**src/blide_pkg.sv**
```systemverilog
`default_nettype none
// ----------------------------------------------------------------------------
// blide_pkg
// Shared types and codes for the bounded list with insert, delete and dump.
// ----------------------------------------------------------------------------
package blide_pkg;

	localparam int unsigned VALUE_W = 32;
	localparam int unsigned INDEX_W = 6;
	localparam int unsigned FUNC_W  = 2;

	// operation codes carried on the request side
	typedef enum logic [FUNC_W-1:0] {
		FN_PUSH_FRONT = 2'd0,
		FN_PUSH_BACK  = 2'd1,
		FN_DELETE     = 2'd2,
		FN_NOP        = 2'd3
	} func_t;

	// one result of a dump
	typedef struct packed {
		logic [VALUE_W-1:0] item_value;
		logic               last;
		logic               list_empty;
		logic               dropped;
	} out_item_t;

	// sequencer states
	typedef enum logic [4:0] {
		ST_IDLE  = 5'b00001,
		ST_EXEC  = 5'b00010,
		ST_SHIFT = 5'b00100,
		ST_FIN   = 5'b01000,
		ST_DUMP  = 5'b10000
	} state_t;

endpackage : blide_pkg
`default_nettype wire

```
**src/bounded_list_insert_delete_dump.sv**
```systemverilog
`default_nettype none
// ----------------------------------------------------------------------------
// bounded_list_insert_delete_dump
// Circular list of up to CAPACITY signed words with front/back insert,
// indexed delete and a full front-to-back dump after every request.
// ----------------------------------------------------------------------------
// channel  dir  tdata                         tuser                  tlast
// s_*      in   value[31:0] index[37:32]      func[1:0]              -
// m_*      out  item_value[31:0]              list_empty[0] drop[1]  last
//
// A request is decoded and applied in EXEC; a delete then shifts the tail
// forward one place through the RAM (SHIFT, FIN). The dump reads one item
// per cycle while the result queue has room (an empty list gives one
// marker); the single RAM read port sets this rate. Reset clears the front
// pointer and count with no clearing pass. A stalled output holds the dump;
// a new request is taken once the previous dump has issued its last read.
// ----------------------------------------------------------------------------
module bounded_list_insert_delete_dump
	import blide_pkg::*;
#(
	parameter int unsigned CAPACITY = 32
) (
	input  wire logic        clk,
	input  wire logic        arst_n,
	input  wire logic        s_tvalid,
	output logic             s_tready,
	input  wire logic [39:0] s_tdata,   // value[31:0], index[37:32], zero pad
	input  wire logic [1:0]  s_tuser,   // func[1:0]
	output logic             m_tvalid,
	input  wire logic        m_tready,
	output logic [31:0]      m_tdata,   // item_value[31:0]
	output logic [1:0]       m_tuser,   // list_empty[0], dropped[1]
	output logic             m_tlast
);

	localparam int unsigned PTR_W = (CAPACITY > 1) ? $clog2(CAPACITY) : 1;
	localparam int unsigned CNT_W = $clog2(CAPACITY + 1);
	localparam logic [PTR_W:0]   CAP_S  = (PTR_W+1)'(CAPACITY);
	localparam logic [PTR_W-1:0] CAP_M1 = PTR_W'(CAPACITY - 1);
	localparam logic [CNT_W-1:0] CAP_C  = CNT_W'(CAPACITY);

	state_t               state_q;
	logic [PTR_W-1:0]     front_q;
	logic [CNT_W-1:0]     count_q;
	logic [CNT_W-1:0]     k_q;
	func_t                func_q;
	logic [VALUE_W-1:0]   value_q;
	logic [INDEX_W-1:0]   index_q;
	logic                 drop_q;

	logic                 wr_pend_s1;
	logic [PTR_W-1:0]     wr_slot_s1;
	logic                 rd_pend_s1;
	logic                 rd_last_s1;

	logic                 ram_we;
	logic [PTR_W-1:0]     ram_waddr;
	logic [VALUE_W-1:0]   ram_wdata;
	logic                 ram_re;
	logic [PTR_W-1:0]     ram_raddr;
	logic [VALUE_W-1:0]   ram_rdata;

	logic                 q_push;
	out_item_t            q_item;
	logic                 q_valid;
	out_item_t            q_head;
	logic [1:0]           q_occ;
	logic                 q_pop;
	logic [1:0]           q_load;
	logic                 q_room;

	logic                 in_acc;
	logic                 is_full;
	logic                 del_ok;
	logic                 del_shift;
	logic [PTR_W-1:0]     front_dec;
	logic [PTR_W-1:0]     slot_k;
	logic [PTR_W-1:0]     slot_k1;
	logic [PTR_W-1:0]     slot_cnt;
	logic                 shift_done;
	logic                 dump_last;

	// physical slot of a list position
	function automatic logic [PTR_W-1:0] slot_of(
		input logic [PTR_W-1:0] front,
		input logic [CNT_W-1:0] pos
	);
		logic [PTR_W:0] s;
		s = {1'b0, front} + (PTR_W+1)'(pos);
		if (s >= CAP_S) begin
			s = s - CAP_S;
		end
		return s[PTR_W-1:0];
	endfunction

	assign s_tready = (state_q == ST_IDLE);
	assign in_acc   = s_tvalid && s_tready;

	// request decode
	assign is_full   = (count_q == CAP_C);
	assign del_ok    = ({1'b0, index_q} < 7'(count_q));
	assign del_shift = (({1'b0, index_q} + 7'd1) < 7'(count_q));
	assign front_dec = (front_q == '0) ? CAP_M1 : (front_q - PTR_W'(1));
	assign slot_k    = slot_of(front_q, k_q);
	assign slot_k1   = slot_of(front_q, k_q + CNT_W'(1));
	assign slot_cnt  = slot_of(front_q, count_q);
	assign shift_done = (({1'b0, k_q} + (CNT_W+1)'(2)) == {1'b0, count_q});
	assign dump_last  = (({1'b0, k_q} + (CNT_W+1)'(1)) == {1'b0, count_q});

	// room in the result queue for one more read in flight
	assign q_pop  = q_valid && m_tready;
	assign q_load = q_occ - {1'b0, q_pop} + {1'b0, rd_pend_s1};
	assign q_room = (q_load < 2'd2);

	// RAM port control
	always_comb begin
		ram_we    = 1'b0;
		ram_waddr = wr_slot_s1;
		ram_wdata = ram_rdata;
		ram_re    = 1'b0;
		ram_raddr = slot_k;
		if (wr_pend_s1) begin
			ram_we = 1'b1;
		end else if ((state_q == ST_EXEC) && !is_full) begin
			if (func_q == FN_PUSH_FRONT) begin
				ram_we    = 1'b1;
				ram_waddr = front_dec;
				ram_wdata = value_q;
			end else if (func_q == FN_PUSH_BACK) begin
				ram_we    = 1'b1;
				ram_waddr = slot_cnt;
				ram_wdata = value_q;
			end
		end
		if (state_q == ST_SHIFT) begin
			ram_re    = 1'b1;
			ram_raddr = slot_k1;
		end else if ((state_q == ST_DUMP) && q_room && (count_q != '0)) begin
			ram_re = 1'b1;
		end
	end

	// sequencer and list bookkeeping
	always_ff @(posedge clk or negedge arst_n) begin
		if (!arst_n) begin
			state_q    <= ST_IDLE;
			front_q    <= '0;
			count_q    <= '0;
			k_q        <= '0;
			drop_q     <= 1'b0;
			wr_pend_s1 <= 1'b0;
			rd_pend_s1 <= 1'b0;
		end else begin
			wr_pend_s1 <= (state_q == ST_SHIFT);
			rd_pend_s1 <= ram_re && (state_q == ST_DUMP);
			unique case (state_q)
				ST_IDLE: begin
					if (in_acc) begin
						state_q <= ST_EXEC;
					end
				end
				ST_EXEC: begin
					drop_q  <= 1'b0;
					k_q     <= '0;
					state_q <= ST_DUMP;
					if ((func_q == FN_PUSH_FRONT) || (func_q == FN_PUSH_BACK)) begin
						if (is_full) begin
							drop_q <= 1'b1;
						end else begin
							count_q <= count_q + CNT_W'(1);
							if (func_q == FN_PUSH_FRONT) begin
								front_q <= front_dec;
							end
						end
					end else if ((func_q == FN_DELETE) && del_ok) begin
						if (del_shift) begin
							k_q     <= CNT_W'(index_q);
							state_q <= ST_SHIFT;
						end else begin
							count_q <= count_q - CNT_W'(1);
						end
					end
				end
				ST_SHIFT: begin
					k_q <= k_q + CNT_W'(1);
					if (shift_done) begin
						state_q <= ST_FIN;
					end
				end
				ST_FIN: begin
					count_q <= count_q - CNT_W'(1);
					k_q     <= '0;
					state_q <= ST_DUMP;
				end
				ST_DUMP: begin
					if (q_room) begin
						if ((count_q == '0) || dump_last) begin
							state_q <= ST_IDLE;
						end else begin
							k_q <= k_q + CNT_W'(1);
						end
					end
				end
				default: begin
					state_q <= ST_IDLE;
				end
			endcase
		end
	end

	// request and pipeline payload
	always_ff @(posedge clk) begin
		if (in_acc) begin
			func_q  <= func_t'(s_tuser);
			value_q <= s_tdata[31:0];
			index_q <= s_tdata[37:32];
		end
		wr_slot_s1 <= slot_k;
		rd_last_s1 <= dump_last;
	end

	// list store
	blide_ram #(
		.WIDTH (VALUE_W),
		.DEPTH (CAPACITY)
	) u_ram (
		.clk   (clk),
		.we    (ram_we),
		.waddr (ram_waddr),
		.wdata (ram_wdata),
		.re    (ram_re),
		.raddr (ram_raddr),
		.rdata (ram_rdata)
	);

	// result assembly: read data or the single empty marker
	always_comb begin
		q_push = 1'b0;
		q_item = '{item_value: ram_rdata, last: rd_last_s1, list_empty: 1'b0,
			dropped: drop_q};
		if (rd_pend_s1) begin
			q_push = 1'b1;
		end else if ((state_q == ST_DUMP) && q_room && (count_q == '0)) begin
			q_push = 1'b1;
			q_item = '{item_value: '0, last: 1'b1, list_empty: 1'b1, dropped: drop_q};
		end
	end

	blide_outq u_outq (
		.clk        (clk),
		.arst_n     (arst_n),
		.push       (q_push),
		.push_item  (q_item),
		.pop        (q_pop),
		.head_valid (q_valid),
		.head_item  (q_head),
		.occupancy  (q_occ)
	);

	assign m_tvalid = q_valid;
	assign m_tdata  = q_head.item_value;
	assign m_tlast  = q_head.last;
	assign m_tuser  = {q_head.dropped, q_head.list_empty};

	// count never exceeds the capacity
	a_count_range: assert property (@(posedge clk) disable iff (!arst_n)
		count_q <= CAP_C)
		else $error("entry count above capacity");

	// front pointer stays inside the store
	a_front_range: assert property (@(posedge clk) disable iff (!arst_n)
		{1'b0, front_q} < CAP_S)
		else $error("front pointer out of range");

	// no shift write is left over when a new request can be taken
	a_idle_no_write: assert property (@(posedge clk) disable iff (!arst_n)
		(state_q == ST_IDLE) |-> !wr_pend_s1)
		else $error("shift write pending while idle");

	// read data only arrives for a read issued by the dump
	a_read_origin: assert property (@(posedge clk) disable iff (!arst_n)
		rd_pend_s1 |-> $past(state_q == ST_DUMP))
		else $error("read data without a dump read");

endmodule : bounded_list_insert_delete_dump
`default_nettype wire

```
**src/blide_ram.sv**
```systemverilog
`default_nettype none
// ----------------------------------------------------------------------------
// blide_ram
// Generic single-write, single-read RAM with a registered read port.
// ----------------------------------------------------------------------------
module blide_ram #(
	parameter int unsigned WIDTH = 32,
	parameter int unsigned DEPTH = 32
) (
	input  wire logic                                   clk,
	input  wire logic                                   we,
	input  wire logic [((DEPTH > 1) ? $clog2(DEPTH) : 1)-1:0] waddr,
	input  wire logic [WIDTH-1:0]                       wdata,
	input  wire logic                                   re,
	input  wire logic [((DEPTH > 1) ? $clog2(DEPTH) : 1)-1:0] raddr,
	output logic      [WIDTH-1:0]                       rdata
);

	logic [WIDTH-1:0] mem_q [DEPTH];

	// write port
	always_ff @(posedge clk) begin
		if (we) begin
			mem_q[waddr] <= wdata;
		end
	end

	// registered read port
	always_ff @(posedge clk) begin
		if (re) begin
			rdata <= mem_q[raddr];
		end
	end

endmodule : blide_ram
`default_nettype wire

```
**src/blide_outq.sv**
```systemverilog
`default_nettype none
// ----------------------------------------------------------------------------
// blide_outq
// Two-entry result queue that decouples the dump reads from the output stall.
// ----------------------------------------------------------------------------
module blide_outq
	import blide_pkg::*;
(
	input  wire logic      clk,
	input  wire logic      arst_n,
	input  wire logic      push,
	input  wire out_item_t push_item,
	input  wire logic      pop,
	output logic           head_valid,
	output out_item_t      head_item,
	output logic [1:0]     occupancy
);

	out_item_t  slot_q [2];
	logic       wr_ptr_q;
	logic       rd_ptr_q;
	logic [1:0] cnt_q;

	assign head_valid = (cnt_q != 2'd0);
	assign head_item  = slot_q[rd_ptr_q];
	assign occupancy  = cnt_q;

	// storage
	always_ff @(posedge clk) begin
		if (push) begin
			slot_q[wr_ptr_q] <= push_item;
		end
	end

	// pointers and fill level
	always_ff @(posedge clk or negedge arst_n) begin
		if (!arst_n) begin
			wr_ptr_q <= 1'b0;
			rd_ptr_q <= 1'b0;
			cnt_q    <= 2'd0;
		end else begin
			if (push) begin
				wr_ptr_q <= ~wr_ptr_q;
			end
			if (pop) begin
				rd_ptr_q <= ~rd_ptr_q;
			end
			cnt_q <= cnt_q + {1'b0, push} - {1'b0, pop};
		end
	end

	// never written when full without a pop in the same cycle
	a_no_overflow: assert property (@(posedge clk) disable iff (!arst_n)
		!(push && !pop && (cnt_q == 2'd2)))
		else $error("result queue overflow");

	// never popped when empty
	a_no_underflow: assert property (@(posedge clk) disable iff (!arst_n)
		pop |-> (cnt_q != 2'd0))
		else $error("result queue underflow");

	// fill level stays within two entries
	a_cnt_range: assert property (@(posedge clk) disable iff (!arst_n)
		cnt_q != 2'd3)
		else $error("result queue count out of range");

endmodule : blide_outq
`default_nettype wire
```
**config.mk**
```make
export PLATFORM = sky130hd
export DESIGN_NAME = bounded_list_insert_delete_dump
export DESIGN_NICKNAME = d
export VERILOG_FILES = /design/src/blide_pkg.sv /design/src/bounded_list_insert_delete_dump.sv /design/src/blide_ram.sv /design/src/blide_outq.sv
export SDC_FILE = /design/constraint.sdc
export NUM_CORES = 1
export LEC_CHECK = 0
export ABC_CLOCK_PERIOD_IN_PS = 9100
export BUFFER_PORTS_ARGS = -buffer_cell sky130_fd_sc_hd__buf_2
export CELL_PAD_IN_SITES_DETAIL_PLACEMENT = 0
export CELL_PAD_IN_SITES_GLOBAL_PLACEMENT = 2
export CORE_MARGIN = 5
export CORE_UTILIZATION = 52
export CTS_CLUSTER_SIZE = 14
export DETAILED_ROUTE_END_ITERATION = 7
export HOLD_SLACK_MARGIN = 0.1
export PLACE_DENSITY = 0.95
export SETUP_SLACK_MARGIN = 0.02
export SLEW_MARGIN = 20
export SYNTH_ARGS = -nofsm -noshare
export SYNTH_HDL_FRONTEND = slang
export SYNTH_HIERARCHICAL = 1
export SYNTH_SLANG_ARGS = --single-unit
```
**constraint.sdc**
```tcl
create_clock -name clk -period 9.1 [get_ports clk]
set_input_delay 2.73 -clock clk [delete_from_list [all_inputs] [get_ports clk]]
set_output_delay 2.73 -clock clk [all_outputs]
set_load 0.05 [all_outputs]
```
==> impl_metrics.yaml <==
clock_tree:
  clk_latency_ns: 0.68
  cts_buffers: 112
  cts_tree: "built"
  cts_resized: 0
  cts_sinks: 1201
  cts-htree-levels: 3
  clkSlewWorstSetupHoldPaths_ns: 0.06
  cts_root_buf: "clkbuf_16"
  cts_setup_buffers: 0
  clk_path_buf_depth: 3
  holdBufCountCts: 0
power:
  combPwrFrac_pct: 44.8
  switching_share_pct: 39.1
  p_int_mw: 12.5
  p_clk_share_pct: 21.7
  p_sw_mw: 8.04
  p_leak_nw: 18.8
  peakVddDrop_v: 0.00108
  power_density_nw_per_um2: 384
  p_seq_share_pct: 33.5
grt:
  met3_usage_pct: 4.37
  grt_pass1_wl_um: 158000
  grt_pass1_vias: 25100
  use_met2_pct: 36.4
  top_usage_layer: "met2"
  grtUsageMet1_pct: 27.5
  grt_overflow: 0
  antenna_found_initial: 6
  grtUsageTotal_pct: 21.3
  grt_max_degree: 153
synthesis:
  avgSynthCellArea_um2: 17.2
  ys.flop_type: "edfxtp_1"
  synthCells: 2807
  ys_top_cells_by_count: "edfxtp_1 (1166), mux2i_1 (518), a21oi_1 (116)"
  synth_cell_type_count: 69
  yosysMostFrequentCell: "edfxtp_1"
  ys_seq_area_share_pct: 74.2
  synth_edf_count: 1166
  synth_top_area_share_pct: 72.5
  syn_nets: 2887
  syn_area_um2: 48300
  yosysWarningCount: 6
  synthTopCellsByArea: "edfxtp_1 (72%), mux2i_1 (11%), a22oi_1 (1.6%)"
  synth.ff_latch_count: 1201
  ys_async_sr_fraction_pct: 2.41
  synth_area_leader_cell: "edfxtp_1"
drt:
  drc: 0
  drt_wl_total_um: 107000
  drt_first_pass_iters: 5
  viasPerCell: 5.90
  wire_per_inst_um: 25.2
  via_count: 25100
  antenna_left: 0
  drtIter0Drc: 2231
cells_and_area:
  nets: 2987
  multi_input_area_um2: 11700
  seqCellArea_um2: 35900
  final_cells: 4246
  fillers: 6706
  fin_util_pct: 58.3
  drive_gt1_share_pct: 14.1
  areaGrowthSynthToFinish_pct: 11.0
run_status:
  status: "complete, no violations"
timing:
  tightest_slew_ns: 1.22
  worst_slack_ns: 3.70
  rsz0062_at_grt: "false"
  setup_viol: 0
  skew_ns: 0.0286
  relSlewSlack_pct: 19.0
  slew_violations: 0
  max_freq_ghz: 0.185
  hold_violations: 0
  fin_setup_tns_ns: 0
  fin_crit_sh_pct: 59.3
  finalCriticalPeriod_ns: 5.40
worst_setup_path:
  cp.required_ns: 9.47
  arrival_ns: 5.77
  crit_path_end_kind: "flop"
  worst-path-max-fanout: 58
  critPathKind: "reg2reg"
  startpoint_type: "flop"
floorplan:
  start_util_pct: 52.6
  dieArea_um2: 99100
  coreArea_um2: 91900
  die_x_um: 315
  die_h_um: 315
  rows: 111
  boundaryPins: 83
place:
  io_buffers: 80
  place_inst: 4035
  post-place-ws_ns: 3.79
  gp_congestion: 0.796
  dp_hpwl_um: 59000
worst_hold_path:
  holdCritPathClass: "reg2reg"
job:
  drv_cap: 0
sequential cells by signal, summed over array words and instances (netlist names):
register / cells
u_ram/mem_q: 1024
u_outq/slot_q: 70
u_ram/rdata: 32
value_q: 32
count_q: 6
index_q: 6
k_q: 6
front_q: 5
state_q: 5
wr_slot_s1: 5
func_q: 2
u_outq/occupancy: 2
drop_q: 1
rd_last_s1: 1
rd_pend_s1: 1
u_outq/rd_ptr_q: 1
u_outq/wr_ptr_q: 1
wr_pend_s1: 1
critical path, cell delays in order, from the launching register on:
cell and delay [ns]:
dfrtp_1 0.45, nor3_1 0.41, nand3b_1 0.66, o21ai_0 0.97
and2_4 0.94, buf_4 0.73, a22o_1 0.26, nor3_1 0.06
a31oi_1 0.34, nand3_1 0.18
path summary, 6_finish.rpt:
path	slack, ns	end	cells after the start	from
hold reg to reg	0.52	u_outq/slot_q[1][0]	0	drop_q
max in group asynchronous	6.39	u_outq/rd_ptr_q	1	arst_n
setup / recovery	3.70	u_ram/rdata[30]	9	state_q[4]
min in group asynchronous	2.14	front_q[2]	1	arst_n
hold / removal	0.52	u_outq/slot_q[1][0]	0	drop_q
setup reg to reg	3.70	u_ram/rdata[30]	9	state_q[4]
kinds of logic after synthesis:
logic type | after synthesis | share of synthesized area [%]
AND/OR/NAND/NOR | 400 | 4.04
buffers and inverters | 173 | 2.16
adder cells (fa/ha/maj) | 34 | 0.927
XOR/XNOR | 41 | 0.803
multiplexers | 590 | 12.6
AO/OA/AOI/OAI | 368 | 5.22
flip-flops | 1201 | 74.2
power groups by stage:
stage / Sequential [mW] / Combinational [mW] / Clock [mW]
floorplan: 6.86 / 6.97 / 0
CTS: 6.90 / 9.17 / 4.52
finish: 6.90 / 9.21 / 4.46
global route: 6.92 / 9.83 / 4.76
detailed placement: 7.01 / 9.14 / 0
global placement: 7.00 / 8.93 / 0
metal layers:
layer  wire [um]  up-vias
met1       42700    12800
met5          44        -
li1            -    11200
met4        3400        8
met3        7340      203
met2       53600      817
cell usage in the layout, fill, tap and decap left out, drive strengths merged, types with 3 or more instances in the layout:
master	n
o31ai	4
xor2	10
inv	28
dfrtp	28
o211ai	3
a21oi	116
nand3	108
nor4	3
mux2i	518
nor2	61
o22ai	3
a21o	7
a221oi	3
buf	133
clkbuf	139
and2	4
dfxtp	6
diode	3
edfxtp	1166
a31oi	38
ha	31
nand2	113
o21ai	14
clkinvlp	4
clkinv	54
nor3	37
nor2b	38
fa	3
nor4b	4
nand3b	7
a22o	66
nand2b	6
xnor2	29
mux2	72
or3b	4
a22oi	100
or2	4
bufinv	8
stage by stage:
step / power (mW) / cell area, um2 / hold WS (ns)
6_report: 20.6 / 53600 / 0.517
5_1_grt: 21.5 / 53600 / 0.544
4_1_cts: 20.6 / 53600 / 0.518
3_5_place_dp: 16.2 / 50100 / 0.503
3_3_place_gp: 15.9 / 50100 / 0.468
2_1_floorplan: 13.8 / 48300 / 0.442
final cells by class:
type / instances / area share, %
inverters: 26 / 0.182
diodes: 3 / 0.0140
repair buffers: 133 / 1.59
clock buffers: 139 / 5.49
clock inverters: 68 / 1.07
multi-input cells: 1433 / 21.9
well taps: 1243 / 2.90
flip-flops and latches: 1201 / 66.9
Power figures use the tool's default switching activity.
